[src/rtl/vfdg_pkg.sv]
// Shared types and constants of the volume forward-difference gradient block.
// Holds field widths, configuration register indexes and the result record.
// No dependencies.
package vfdg_pkg;

    localparam int IDX_W   = 24;  // linear voxel index
    localparam int DIFF_W  = 25;  // scaled difference
    localparam int DIM_W   = 9;   // extent and position registers
    localparam int SCALE_W = 24;  // Q8.16 reciprocal of the norm
    localparam int CFG_IDX_W  = 3;
    localparam int CFG_DATA_W = 24;

    localparam int RES_FIFO_DEPTH = 8;
    localparam int RES_FIFO_AW    = 3;
    localparam int RES_FIFO_CW    = 4;

    typedef enum logic [CFG_IDX_W-1:0] {
        CFG_DIM_X   = 3'd0,
        CFG_DIM_Y   = 3'd1,
        CFG_DIM_Z   = 3'd2,
        CFG_AXIS    = 3'd3,
        CFG_ADJOINT = 3'd4,
        CFG_SCALE   = 3'd5
    } t_cfg_reg;

    typedef enum logic [1:0] {
        AXIS_X = 2'd0,
        AXIS_Y = 2'd1,
        AXIS_Z = 2'd2
    } t_axis;

    typedef struct packed {
        logic [IDX_W-1:0]         voxel_index;
        logic signed [DIFF_W-1:0] diff_value;
        logic                     last_result;
    } t_result;

    // Up to two results written into the result queue in one cycle, first slot first.
    typedef struct packed {
        logic    a_valid;
        t_result a;
        logic    b_valid;
        t_result b;
    } t_push_pair;

endpackage

[src/rtl/vfdg_result_fifo.sv]
// Result queue: takes up to two results a cycle, hands out one a cycle on i_pop.
// Depends on vfdg_pkg for the result record and queue sizes.
module vfdg_result_fifo
    import vfdg_pkg::*;
(
    input  logic                   i_clk,
    input  logic                   i_rst_n,
    input  t_push_pair             i_push,
    input  logic                   i_pop,
    output t_result                o_head,
    output logic                   o_not_empty,
    output logic [RES_FIFO_CW-1:0] o_count
);

    t_result                r_mem [RES_FIFO_DEPTH];
    logic [RES_FIFO_AW-1:0] r_wr_ptr;
    logic [RES_FIFO_AW-1:0] r_rd_ptr;
    logic [RES_FIFO_CW-1:0] r_count;
    logic [RES_FIFO_AW-1:0] b_addr;
    logic [RES_FIFO_CW-1:0] n_count;

    assign b_addr  = r_wr_ptr + RES_FIFO_AW'(i_push.a_valid);
    assign n_count = r_count + RES_FIFO_CW'(i_push.a_valid) + RES_FIFO_CW'(i_push.b_valid)
                     - RES_FIFO_CW'(i_pop);

    always_ff @(posedge i_clk) begin
        if (i_push.a_valid) begin
            r_mem[r_wr_ptr] <= i_push.a;
        end
        if (i_push.b_valid) begin
            r_mem[b_addr] <= i_push.b;
        end
    end

    always_ff @(posedge i_clk) begin
        if (!i_rst_n) begin
            r_wr_ptr <= '0;
            r_rd_ptr <= '0;
            r_count  <= '0;
        end else begin
            r_wr_ptr <= r_wr_ptr + RES_FIFO_AW'(i_push.a_valid) + RES_FIFO_AW'(i_push.b_valid);
            r_rd_ptr <= r_rd_ptr + RES_FIFO_AW'(i_pop);
            r_count  <= n_count;
        end
    end

    assign o_head      = r_mem[r_rd_ptr];
    assign o_not_empty = (r_count != '0);
    assign o_count     = r_count;

endmodule

[config.mk]
export PLATFORM = sky130hd
export DESIGN_NAME = vfdg_result_fifo
export DESIGN_NICKNAME = d
export VERILOG_FILES = /design/src/rtl/vfdg_pkg.sv /design/src/rtl/vfdg_result_fifo.sv
export SDC_FILE = /design/constraint.sdc
export NUM_CORES = 1
export LEC_CHECK = 0
export ABC_CLOCK_PERIOD_IN_PS = 6800
export BUFFER_PORTS_ARGS = -buffer_cell sky130_fd_sc_hd__buf_2
export CAP_MARGIN = 20
export CELL_PAD_IN_SITES_DETAIL_PLACEMENT = 1
export CELL_PAD_IN_SITES_GLOBAL_PLACEMENT = 2
export CORE_ASPECT_RATIO = 1.2
export CORE_MARGIN = 2
export CORE_UTILIZATION = 46
export DETAILED_ROUTE_END_ITERATION = 10
export PLACE_DENSITY = 0.92
export REMOVE_ABC_BUFFERS = 1
export SETUP_SLACK_MARGIN = 0.05
export SYNTH_ARGS = -nofsm -noshare
export SYNTH_HDL_FRONTEND = slang
export SYNTH_SLANG_ARGS = --single-unit
[constraint.sdc]
create_clock -name i_clk -period 6.8 [get_ports i_clk]
set_clock_uncertainty 0.05 [all_clocks]
set_input_delay 0.68 -clock i_clk [delete_from_list [all_inputs] [get_ports i_clk]]
set_output_delay 0.68 -clock i_clk [all_outputs]
set_load 0.02 [all_outputs]
==> results of run 1 <==
[power by group]
group | total (W) | internal (W) | switching [W]
Clock | 0.00210 | 0.00115 | 0.000946
Sequential | 0.00326 | 0.00315 | 0.000111
Combinational | 0.00149 | 0.000658 | 0.000834
[worst max path at each step]
stage,slack [ns],cells after the start,to
3_5_place_dp,2.57,7,r_mem[4][14]
2_1_floorplan,0.90,2,o_head[0]
3_3_place_gp,2.69,7,r_mem[4][14]
6_report,2.89,4,o_head[38]
4_1_cts,2.76,4,o_head[23]
5_1_grt,2.64,4,o_head[49]
[routing by layer]
layer  up-vias  share of wire, %  GRT usage [%]
li1       4795                 -              -
met5         -              0.15              0
met1      5938                42           30.4
met3        78               4.6           4.18
met4        12               1.9           6.75
met2       286                51           39.8
[through the flow]
stage               cells  hold slack (ns)
finish               1839            0.428
global route         1837            0.432
CTS                  1832            0.416
detailed placement   1763            0.623
global placement     1763            0.593
floorplan            1027            0.671
[placed cells by master, fill, tap and decap left out, types with 3 or more instances in the layout]
cell type    n
and2_1       7
buf_2      159
clkinv_1     7
nand2_1      4
dfxtp_4      3
nand3_1      3
clkbuf_16   43
edfxtp_1   400
mux2_1      18
nand2b_1     4
inv_1        8
mux2_2     432
mux4_2     100
nor2_4       4
clkbuf_1    13
diode_2      6
buf_4       17
clkinv_2     5
o22ai_4      4
dfxtp_1      7
ha_1        10
[worst max-delay path: stages, from the launching register on]
cell     delay (ns)
dfxtp_4        0.84
buf_4          0.82
mux4_2         0.44
mux2_2         0.32
buf_2          0.17
[kinds of logic (layout without fill, tap and decap cells)]
logic type / count (synthesis) / in the layout / share of synthesized area [%]
other cells: 0 / 6 / 0
flops: 410 / 410 / 60.0
simple gates: 30 / 30 / 0.842
fa+ha+maj: 12 / 12 / 0.811
xor+xnor: 5 / 5 / 0.289
buf+inv: 77 / 255 / 1.73
mux: 551 / 551 / 36.0
compound gates: 11 / 11 / 0.356
[layout make-up]
type / instances / share of cell area (%)
repair buffers: 178 / 4.21
inverters: 8 / 0.130
clock inverters: 13 / 0.260
multi-input cells: 609 / 34.5
clock buffers: 56 / 4.87
well taps: 559 / 3.03
flip-flops and latches: 410 / 53.0
diodes: 6 / 0.0650
[registers in the layout (all words and copies together), names as in the netlist]
name      flops
r_mem       400
o_count       4
r_rd_ptr      3
r_wr_ptr      3
==> results, run 1 <==
- The worst register-to-register path ends at r_mem[4][5].
- The commonest register cell after synthesis is edfxtp_1.
- The global route total overflow is 0.
- With fillers left out, the area of the finished cells amounts to around 23000 µm².
- The number of H-tree levels is 2.
- Summing all flip-flop and latch instances after layout gives 12200 µm².
- Setup violations remaining at the end of the flow were counted as 0.
- The most common cell in the netlist is mux2_2.
- The count of state elements after synthesis is just over 400.
- The clock latency on the worst-skew pair is roughly 0.55 ns.
- The die boundary width is 196 µm.
- The routed wire length is approximately 52000 µm.
- The floorplan die height is approximately 230 µm.
- In this run the worst setup path begins at r_rd_ptr[1].
- The final net count is between 1000 and 1500.
- The worst hold path stage count is 2.
- The area fraction of the dominant cell type after synthesis is approximately 60%.
- The path class of the lowest-slack min-delay path is in -> reg.
- The mapped netlist covers just over 20000 µm².
- The peak supply drop is between 0.00015 and 0.0002 V.
- After technology mapping, the gate count stands at between 1000 and 1500.
- The number of placement rows is 84.
- The initial core utilization is between 40% and 50%.
- For this run, the total global-route usage over all layers was measured as ~23%.
- The highest attainable clock frequency is roughly 0.26 GHz.
- The commonest cells after synthesis are 432 x mux2_2, 400 x edfxtp_1, 100 x mux4_2, 50 x buf_2.
- The max capacitance violation total is 0.
- The number of different library cells in the post-synthesis netlist is 31.
- Once detail routing completed, the nets flagged for antenna violations numbered 0.
- The pre-CTS worst setup slack is approximately 2.6 ns.
- The number of warnings printed during yosys synthesis is 0.
- The capturing element type of the critical path is an output pin.
- The count of flip-flops with a built-in enable after synthesis is 400.
- The global-route wire length before repair is 78800 µm.
- The remaining routing DRC violations is 0.
- For this run, asynchronously set or reset flops after synthesis account for 0%.
- Sorting the synthesized cells by area gives the leading types as edfxtp_1 59%, mux2_2 24%, mux4_2 11%.
- The area growth from synthesis to layout is 13.4%.
- In the final layout, the multi-input gates occupy roughly 8000 µm².
- TritonCTS built the clock tree.
- Once the clock tree was built, the resizer swapped 0 gates to a different size.
- The share of the Yosys chip area taken by registers is 60.0%.
- For hold timing, the worst endpoint is r_rd_ptr[0].
- Total power for the finished layout comes to approximately 0.0069 W.
- The kind of start point of the critical path is a flop.
- The fraction of final layout cells sized beyond drive strength 1 is roughly 60%.
- The number of antenna violations at the first check in global routing was 12.
- The mean post-synth cell area is between 15 and 20 µm².
- The post-route setup TNS is 0 ns.
- The number of iterations in the first detailed-routing pass is 4.
- The clock period minus final worst setup slack is 3.91 ns.
- The cell depth of the worst flop-to-flop path is 6.
- For this block, the initial DRC count from the detailed router was 798.
- The largest area contributor in the synthesized netlist is edfxtp_1.
- Power spread over the standard cell area amounts to approximately 300 nW/µm².
- At the end of the flow the core is filled with cells to 52.8%.
- The number of hold-slack violations in the final timing report is 0.
- The die covers 46000 µm².
- For this design the top-level I/O count stands at 160.
- The maximum net fanout on the critical path is 55.
- In the final routed layout, each cell accounts on average for between 20 and 30 µm.
- The static leakage power is between 7 and 8 nW.
- The total of buffers placed on input and output ports is 159.
- The core region is between 40000 and 50000 µm².
- The count of clock tree sinks is 410.
- The number of buffers inserted by hold repair at cts is 0.
- STA puts the critical path data required time at slightly above 6 ns.
- After clock tree synthesis, the clock-pin slew on the worst setup and hold paths is roughly 0.06 ns.
- The post-route clock period utilization is 57.5%.
- The start of the worst register-to-register path is r_wr_ptr[0].
- The flow ran to the end, and the final reports show no timing, DRC or antenna violations.
- The filler cell count is slightly below 4000.
- Counting along the longest clock path gives a buffer depth of 3.
- The count of final max-slew check failures is 0.
- The worst register-to-register path has a setup slack of 2.92 ns.
- Setup repair after global routing left no endpoint under its margin.
- Once the clock tree was built, the setup fixing pass inserted 0 buffers.
- The class of the most critical setup path is reg -> out.
- At the worst endpoint, the arrival time is around 3.2 ns.
- The maximum number of pins on one net before global-route repair is between 60 and 70.
- The final route contains about 11000 vias.
- In this run, CTS created clock tree buffers numbering between 40 and 50.
- At the pin with the least slew margin, the transition time is around 1.1 ns.
- After layout, the worst setup slack is between 2 and 3 ns.
- The wire-length estimate of the detail-placed layout is around 30000 µm.
- Headroom to the max-slew limit came out at ~29%.
- The routability congestion estimate from global placement is roughly 0.75.
- The hold path startpoint is i_rst_n.
- The number of global-route vias before repair is 12200.
- In this run the cell area measured after placement is around 22000 µm².
- The cell sitting at the root of the clock tree is a clkbuf_16.
- The ratio of routed vias to standard cells is 6.04.
Power figures use the tool's default switching activity.
==> inputs of run 2 (changes only) <==
ABC_CLOCK_PERIOD_IN_PS = 3540   (was 6800)
CORE_UTILIZATION = 42   (was 46)
PLACE_DENSITY = 0.89   (was 0.92)
clock period = 3.54 ns   (was 6.8 ns; I/O delays follow)
==> run 2 against run 1 <==
Against the previous run: design area increased by 2.2%; first-iteration DRC count fell by 9.5%; largest cell class unchanged; die area is 9.3% higher; highest routed layer unchanged; critical path type unchanged; clock power rose by 98%; cell count increased by 5.3%; sequential power up 91%; core utilization decreased by 3.7 points; worst hold slack worse by 0.31 ns; clock-buffer cell count down 8.
==> results, run 2 (same netlist as run 1, synthesis figures left out) <==
- The worst reg2reg path endpoint is r_mem[2][37].
- The initial core utilization is 42.4% (-4.2 points).
- The count of buffers added by post-CTS timing repair for setup is 0 (unchanged).
- The final net count came to 1386 (+1.5%).
- The remaining routing DRC violations is 0 (unchanged).
- The number of antenna violations at the first check in global routing was 7 (-5).
- The class of the most critical setup path is reg -> out.
- The worst hold path stage count is 2 (unchanged).
- The kind of start point of the critical path is a flop.
- The area enclosed by the die boundary is 50300 µm² (+9.3%).
- The max capacitance violation total is 0 (unchanged).
- Leaving out fill and tap cells, the most frequent cell in the layout is mux2_2.
- The clock tree root buffer cell is clkbuf_16.
- The count of clock tree sinks is 410 (unchanged).
- The sum of met2 wire segment lengths after detailed routing is 28200 µm (+4.5%).
- The total half-perimeter wirelength after legalization and detailed placement is 32500 µm (+11%).
- Subtracting the final worst setup slack from the clock period gives around 3.1 ns.
- The number of global-route vias before repair is 12600 (+3.0%).
- The core box area is 48000 µm² (+9.8%).
- The register containing the most flip-flops in the final layout is r_mem.
- The power share of the combinational group came to 22.2% (+0.4 points).
- The flip-flop count of the largest register, all copies and words added is 400 (unchanged).
- The highest layer touched by signal routing is met5.
- The beginning of the critical path is r_rd_ptr[0].
- The global-route wire length before repair is 78700 µm (about the same).
- The worst register-to-register path begins at r_wr_ptr[0].
- STA classifies the critical path endpoint as an output pin.
- The library cells used most frequently in the layout, excluding fill and tap cells, are 432 x mux2_2, 400 x edfxtp_1, 159 x buf_2.
- The maximum net fanout on the critical path is 27 (-51%).
- The endpoint arrival time on the critical path is 2.71 ns (-0.47 ns).
- The number of buffers inserted by hold repair at cts is 0 (unchanged).
- Of the available clock period, the critical path in the final layout requires between 80 and 90%.
- The peak supply drop is 0.000357 V (+120%).
- The floorplan die height was 245 µm (+4.6%).
- TritonCTS built the clock tree.
- The slew at the pin closest to its max-slew limit is 1.09 ns (+0.0179 ns).
- The run finished with clean final reports.
- The total number of vias is 11100 (-0.090%).
- The highest attainable clock frequency is about 0.32 GHz.
- The routability congestion estimate from global placement is 0.748 (-0.35%).
- The final core utilization is 49.1% (-3.7 points).
- The cell depth of the worst flop-to-flop path came to 6 (unchanged).
- The number of hold-slack violations in the final timing report was 0 (unchanged).
- The number of H-tree levels is 2 (unchanged).
- The final instance count without filler cells is 1937 (+5.3%).
- The TritonCTS buffer count came to 42 (unchanged).
- The required time of the critical path is 3.14 ns (-2.93 ns).
- The register share of total power is 46.6% (-1.0 points).
- The layout-stage area growth over the synthesis result is 15.8%.
- The number of resized instances in the post-cts repair step is 0 (unchanged).
- The met1 layer wirelength in the final routing came to 20800 µm (-5.2%).
- For hold timing, the worst endpoint is r_rd_ptr[2].
- The reg-to-reg setup timing slack was 0.56 ns (-2.36 ns).
- The total non-filler cell area in the finished layout came to 23600 µm² (+2.2%).
- The net switching fraction of the power came to 27.5% (-0.071 points).
- The post-placement cell area is 22300 µm² (+2.0%).
- The placed cell count is 1855 (+5.2%).
- The static leakage power is 7.77 nW (+2.4%).
- The internal power is 0.00968 W (+95%).
- The post-CTS clock slew at the launch and capture registers of the worst setup and hold paths is 0.06 ns (about the same).
- The overall fraction of global-route tracks in use was 21.1% (-2.1 points).
- The switching power is 0.00368 W (+95%).
- The fraction of final layout cells sized beyond drive strength 1 is 62.1% (+0.91 points).
- The I/O pin count was 160 (unchanged).
- The number of placement rows is 88 (+4.8%).
- The max-slew headroom at the worst pin is 27.6% (-1.2 points).
- The total of buffers placed on input and output ports is 159 (unchanged).
- The routed wire length on met3 is 2230 µm (-6.8%).
- The power density normalized to cell area is 567 nW/µm² (+91%).
- The final number of setup-violating endpoints was 0 (unchanged).
- The clock latency on the worst-skew pair is 0.54 ns (about the same).
- The global route total overflow is 0 (unchanged).
- The number of iterations in the first detailed-routing pass was 5 (+1).
- The hold path startpoint is i_rst_n.
- The number of violations reported at the end of detailed-routing iteration 0 is 722 (-9.5%).
- The maximum buffer depth of the clock tree is 3 (unchanged).
- The die boundary width is 205 µm (+4.6%).
- The filler cell count was 4527 (+14%).
- The share of power burned in the clock network is 31.1% (+0.5 points).
- Setup repair after global routing left no endpoint under its margin.
- The ratio of routed vias to standard cells came to 5.73 (-5.1%).
- The routed wire length was 52400 µm (unchanged).
- The maximum number of pins on one net before global-route repair is 89 (+46%).
- The post-route worst hold slack is 0.121 ns (-0.307 ns).
- The worst hold path belongs to the class in -> reg.
- The final routed wire length divided by cell count came to 27.0 µm (-5.1%).
- The remaining antenna violation count after routing is 0 (unchanged).
- The count of final max-slew check failures was 0 (unchanged).
[run 2: worst max-delay path by stage]
| stage | end | slack, ns | cells after the start |
|---|---|---|---|
| final | o_head[7] | 0.43 | 4 |
| after floorplan | o_head[0] | -2.03 | 2 |
| after CTS | o_head[7] | 0.36 | 4 |
| after global routing | o_head[1] | 0.29 | 4 |
| after global placement | r_mem[2][20] | 0.54 | 7 |
| after detailed placement | r_mem[2][39] | 0.51 | 7 |
[run 2: layout make-up]
type | instances | area [µm²] | share of cell area (%)
clock buffer | 48 | 1090 | 4.64
inverter | 8 | 30.0 | 0.127
clock inverter | 29 | 186 | 0.790
sequential | 410 | 12200 | 51.8
antenna | 5 | 12.5 | 0.0531
multi-input combinational | 609 | 7960 | 33.8
timing repair buffer | 198 | 1290 | 5.46
tap | 630 | 788 | 3.34
[run 2: metal layers]
| metal | up-vias | track usage (%) |
|---|---|---|
| li1 | 4857 | - |
| met1 | 5889 | 26.1 |
| met2 | 279 | 38.3 |
| met3 | 70 | 2.92 |
| met4 | 4 | 5.80 |
| met5 | - | 0 |
[run 2: power groups by stage]
stage | Combinational, W | Clock, W | Sequential (W)
6_report | 0.00297 | 0.00416 | 0.00623
3_5_place_dp | 0.00300 | 0 | 0.00634
3_3_place_gp | 0.00293 | 0 | 0.00629
2_1_floorplan | 0.00186 | 0 | 0.00638
5_1_grt | 0.00316 | 0.00442 | 0.00628
4_1_cts | 0.00302 | 0.00426 | 0.00624
[run 2: worst max-delay path, cell delays in order, from the launching register on]
cell and delay (ns):
dfxtp_4 0.76, buf_4 0.36, mux4_2 0.54, mux2_2 0.32, buf_2 0.17
[run 2: through the flow]
stage               setup slack (ns)  TNS, ns  total power (W)
detailed placement             0.514        0          0.00933
finish                         0.428        0           0.0134
floorplan                      -2.03  -566.58          0.00824
global route                   0.291        0           0.0139
CTS                            0.360        0           0.0135
global placement               0.538        0          0.00922
==> inputs of run 3 (changes only) <==
CORE_ASPECT_RATIO = 1.1   (was 1.2)
==> run 3 against run 2 <==
Against the previous run: core utilization rose by 0.38 points; combinational power up 1%; largest cell class unchanged; critical path depth unchanged; clock-buffer cell count rose by 7; design area grew 0.38%; sequential power hardly changed; flip-flop and latch count unchanged; die area about the same; non-clock buffer count decreased by 2; fmax increased by 4.2%.
==> results, run 3 (same netlist as run 1, synthesis figures left out) <==
- The flow ran to the end, and the final reports show no timing, DRC or antenna violations.
- The routed wire length is 53300 µm (+1.9%).
- The most common cell after layout, fill and taps aside is mux2_2.
- The total half-perimeter wirelength after legalization and detailed placement is 30900 µm (-5.0%).
- The peak supply drop came to 0.000430 V (+21%).
- The clock period minus final worst setup slack is 2.99 ns (-0.125 ns).
- The power density normalized to cell area is 571 nW/µm² (+0.73%).
- The number of violations reported at the end of detailed-routing iteration 0 is 729 (+0.97%).
- The path class of the lowest-slack min-delay path is in -> reg.
- The area of combinational cells with multiple inputs is 7950 µm² (-0.13%).
- The total number of vias is 11200 (+1.3%).
- The max-slew headroom at the worst pin is 35.2% (+7.6 points).
- Leaving out fill and tap cells, the most frequent cells in the layout are 432 x mux2_2, 400 x edfxtp_1, 159 x buf_2.
- The remaining routing DRC violations was 0 (unchanged).
- The number of antenna violations at the first check in global routing came to 10 (+3).
- The static leakage power came to 7.79 nW (+0.22%).
- The pre-CTS worst setup slack is 0.648 ns (+0.134 ns).
- The slew at the pin closest to its max-slew limit was 0.972 ns (-0.114 ns).
- The overall fraction of global-route tracks in use is 21.3% (+0.22 points).
- The clock latency on the worst-skew pair came to 0.55 ns (about the same).
- The TritonCTS buffer count is 44 (+4.8%).
- The highest attainable clock frequency is 0.335 GHz (+4.2%).
- The maximum net fanout on the critical path came to 31 (+15%).
- The initial core utilization is 42.6% (+0.16 points).
- The post-route clock period utilization came to 84.4% (-3.5 points).
- The final core utilization is 49.5% (+0.38 points).
- The filler cell count is 4418 (-2.4%).
- The final routed wire length divided by cell count came to 27.4 µm (+1.5%).
- The count of buffers added by post-CTS timing repair for setup is 0 (unchanged).
- TritonCTS built the clock tree.
- The final number of setup-violating endpoints was 0 (unchanged).
- The required time of the critical path is 3.14 ns (about the same).
- The share of power burned in the clock network was 31.6% (+0.5 points).
- The count of clock tree sinks came to 410 (unchanged).
- The number of hold-slack violations in the final timing report is 0 (unchanged).
- The number of iterations in the first detailed-routing pass is 5 (unchanged).
- The total of buffers placed on input and output ports came to 159 (unchanged).
- The final net count is 1386 (unchanged).
- The total area of sequential cells is 12200 µm² (about the same).
- The setup slack of the critical path after layout is 0.554 ns (+0.125 ns).
- The number of resized instances in the post-cts repair step is 0 (unchanged).
- The fraction of final layout cells sized beyond drive strength 1 is 61.8% (-0.38 points).
- The area enclosed by the die boundary was 50300 µm² (about the same).
- The flip-flop count of the largest register, all copies and words added came to 400 (unchanged).
- The power share of the combinational group is 22.3% (about the same).
- The max capacitance violation total came to 0 (unchanged).
- The register share of total power came to 46.1% (-0.5 points).
- By startpoint and endpoint, the worst setup path is classified as reg -> out.
- The floorplan die height is 235 µm (-4.2%).
- The switching power is 0.00372 W (+1.0%).
- The number of placement rows is 84 (-4.5%).
- The net switching fraction of the power is 27.5% (about the same).
- Counting flops per register, the top entry is r_mem.
- The global-route wire length before repair was 80500 µm (+2.2%).
- The number of H-tree levels was 2 (unchanged).
- The die boundary width was 214 µm (+4.4%).
- The kind of start point of the critical path is a flop.
- The maximum buffer depth of the clock tree is 3 (unchanged).
- Setup repair after global routing left no endpoint under its margin.
- The remaining antenna violation count after routing is 0 (unchanged).
- The internal power is 0.00979 W (+1.1%).
- The number of global-route vias before repair is 12500 (-0.90%).
- In this run the clock root is driven by a clkbuf_16.
- The number of buffers inserted by hold repair at cts is 0 (unchanged).
- The maximum number of pins on one net before global-route repair came to 51 (-43%).
- The capturing element type of the critical path is an output pin.
- Relative to the synthesized area, the layout overhead comes to 16.3%.
- The core box area is 47800 µm² (-0.39%).
- The I/O pin count is 160 (unchanged).
- The routability congestion estimate from global placement is 0.748 (about the same).
- The endpoint arrival time on the critical path is 2.58 ns (-0.13 ns).
- The post-CTS clock slew at the launch and capture registers of the worst setup and hold paths was 0.06 ns (about the same).
- The global route total overflow came to 0 (unchanged).
- The ratio of routed vias to standard cells was 5.79 (+0.97%).
- The count of final max-slew check failures is 0 (unchanged).
==> run 3: routing by layer <==
layer	vias up	track usage (%)	share of wire, %
li1	4854	-	-
met1	5996	26.9	40
met2	282	37.5	52
met3	97	4.12	5.1
met4	18	5.55	2.0
met5	-	0	0.20
==> run 3: final cells by class <==
class / instances / area share, %
sequential: 410 / 51.6
multi-input combinational: 609 / 33.6
timing repair buffer: 196 / 5.75
clock buffer: 55 / 4.92
tap: 645 / 3.41
clock inverter: 19 / 0.571
inverter: 8 / 0.127
antenna: 2 / 0.0211
==> run 3: worst paths after layout <==
kind                     from     endpoint  slack, ns  cells past startpoint
setup / recovery  r_rd_ptr[0]   o_head[47]       0.55                      4
hold / removal        i_rst_n   o_count[3]        0.1                      3
setup reg to reg  r_wr_ptr[0]  r_mem[5][1]       0.64                      6
hold reg to reg    o_count[3]   o_count[3]       0.65                      4
==> run 3: metrics by stage <==
| step | TNS, ns | instances | area (µm²) | power, W | hold WS [ns] |
|---|---|---|---|---|---|
| 6_report | 0 | 1944 | 23700 | 0.0135 | 0.0990 |
| 2_1_floorplan | -566.58 | 1027 | 20000 | 0.00824 | 0.426 |
| 3_5_place_dp | 0 | 1867 | 22300 | 0.00935 | 0.636 |
| 5_1_grt | 0 | 1943 | 23700 | 0.0140 | 0.102 |
| 3_3_place_gp | 0 | 1867 | 22300 | 0.00923 | 0.598 |
| 4_1_cts | 0 | 1941 | 23600 | 0.0136 | 0.0798 |
==> run 3: worst max-delay path, cell delays in order (launching register included) <==
cell	delay (ns)
dfxtp_4	0.60
buf_12	0.32
mux4_2	0.56
mux2_2	0.33
buf_2	0.17
==> run 3: power groups by stage <==
stage,logic [W],clock network [W],registers [W]
after global routing,0.00320,0.00452,0.00627
after detailed placement,0.00302,0,0.00633
after floorplan,0.00186,0,0.00638
after global placement,0.00294,0,0.00628
final,0.00301,0.00427,0.00623
after CTS,0.00304,0.00435,0.00624
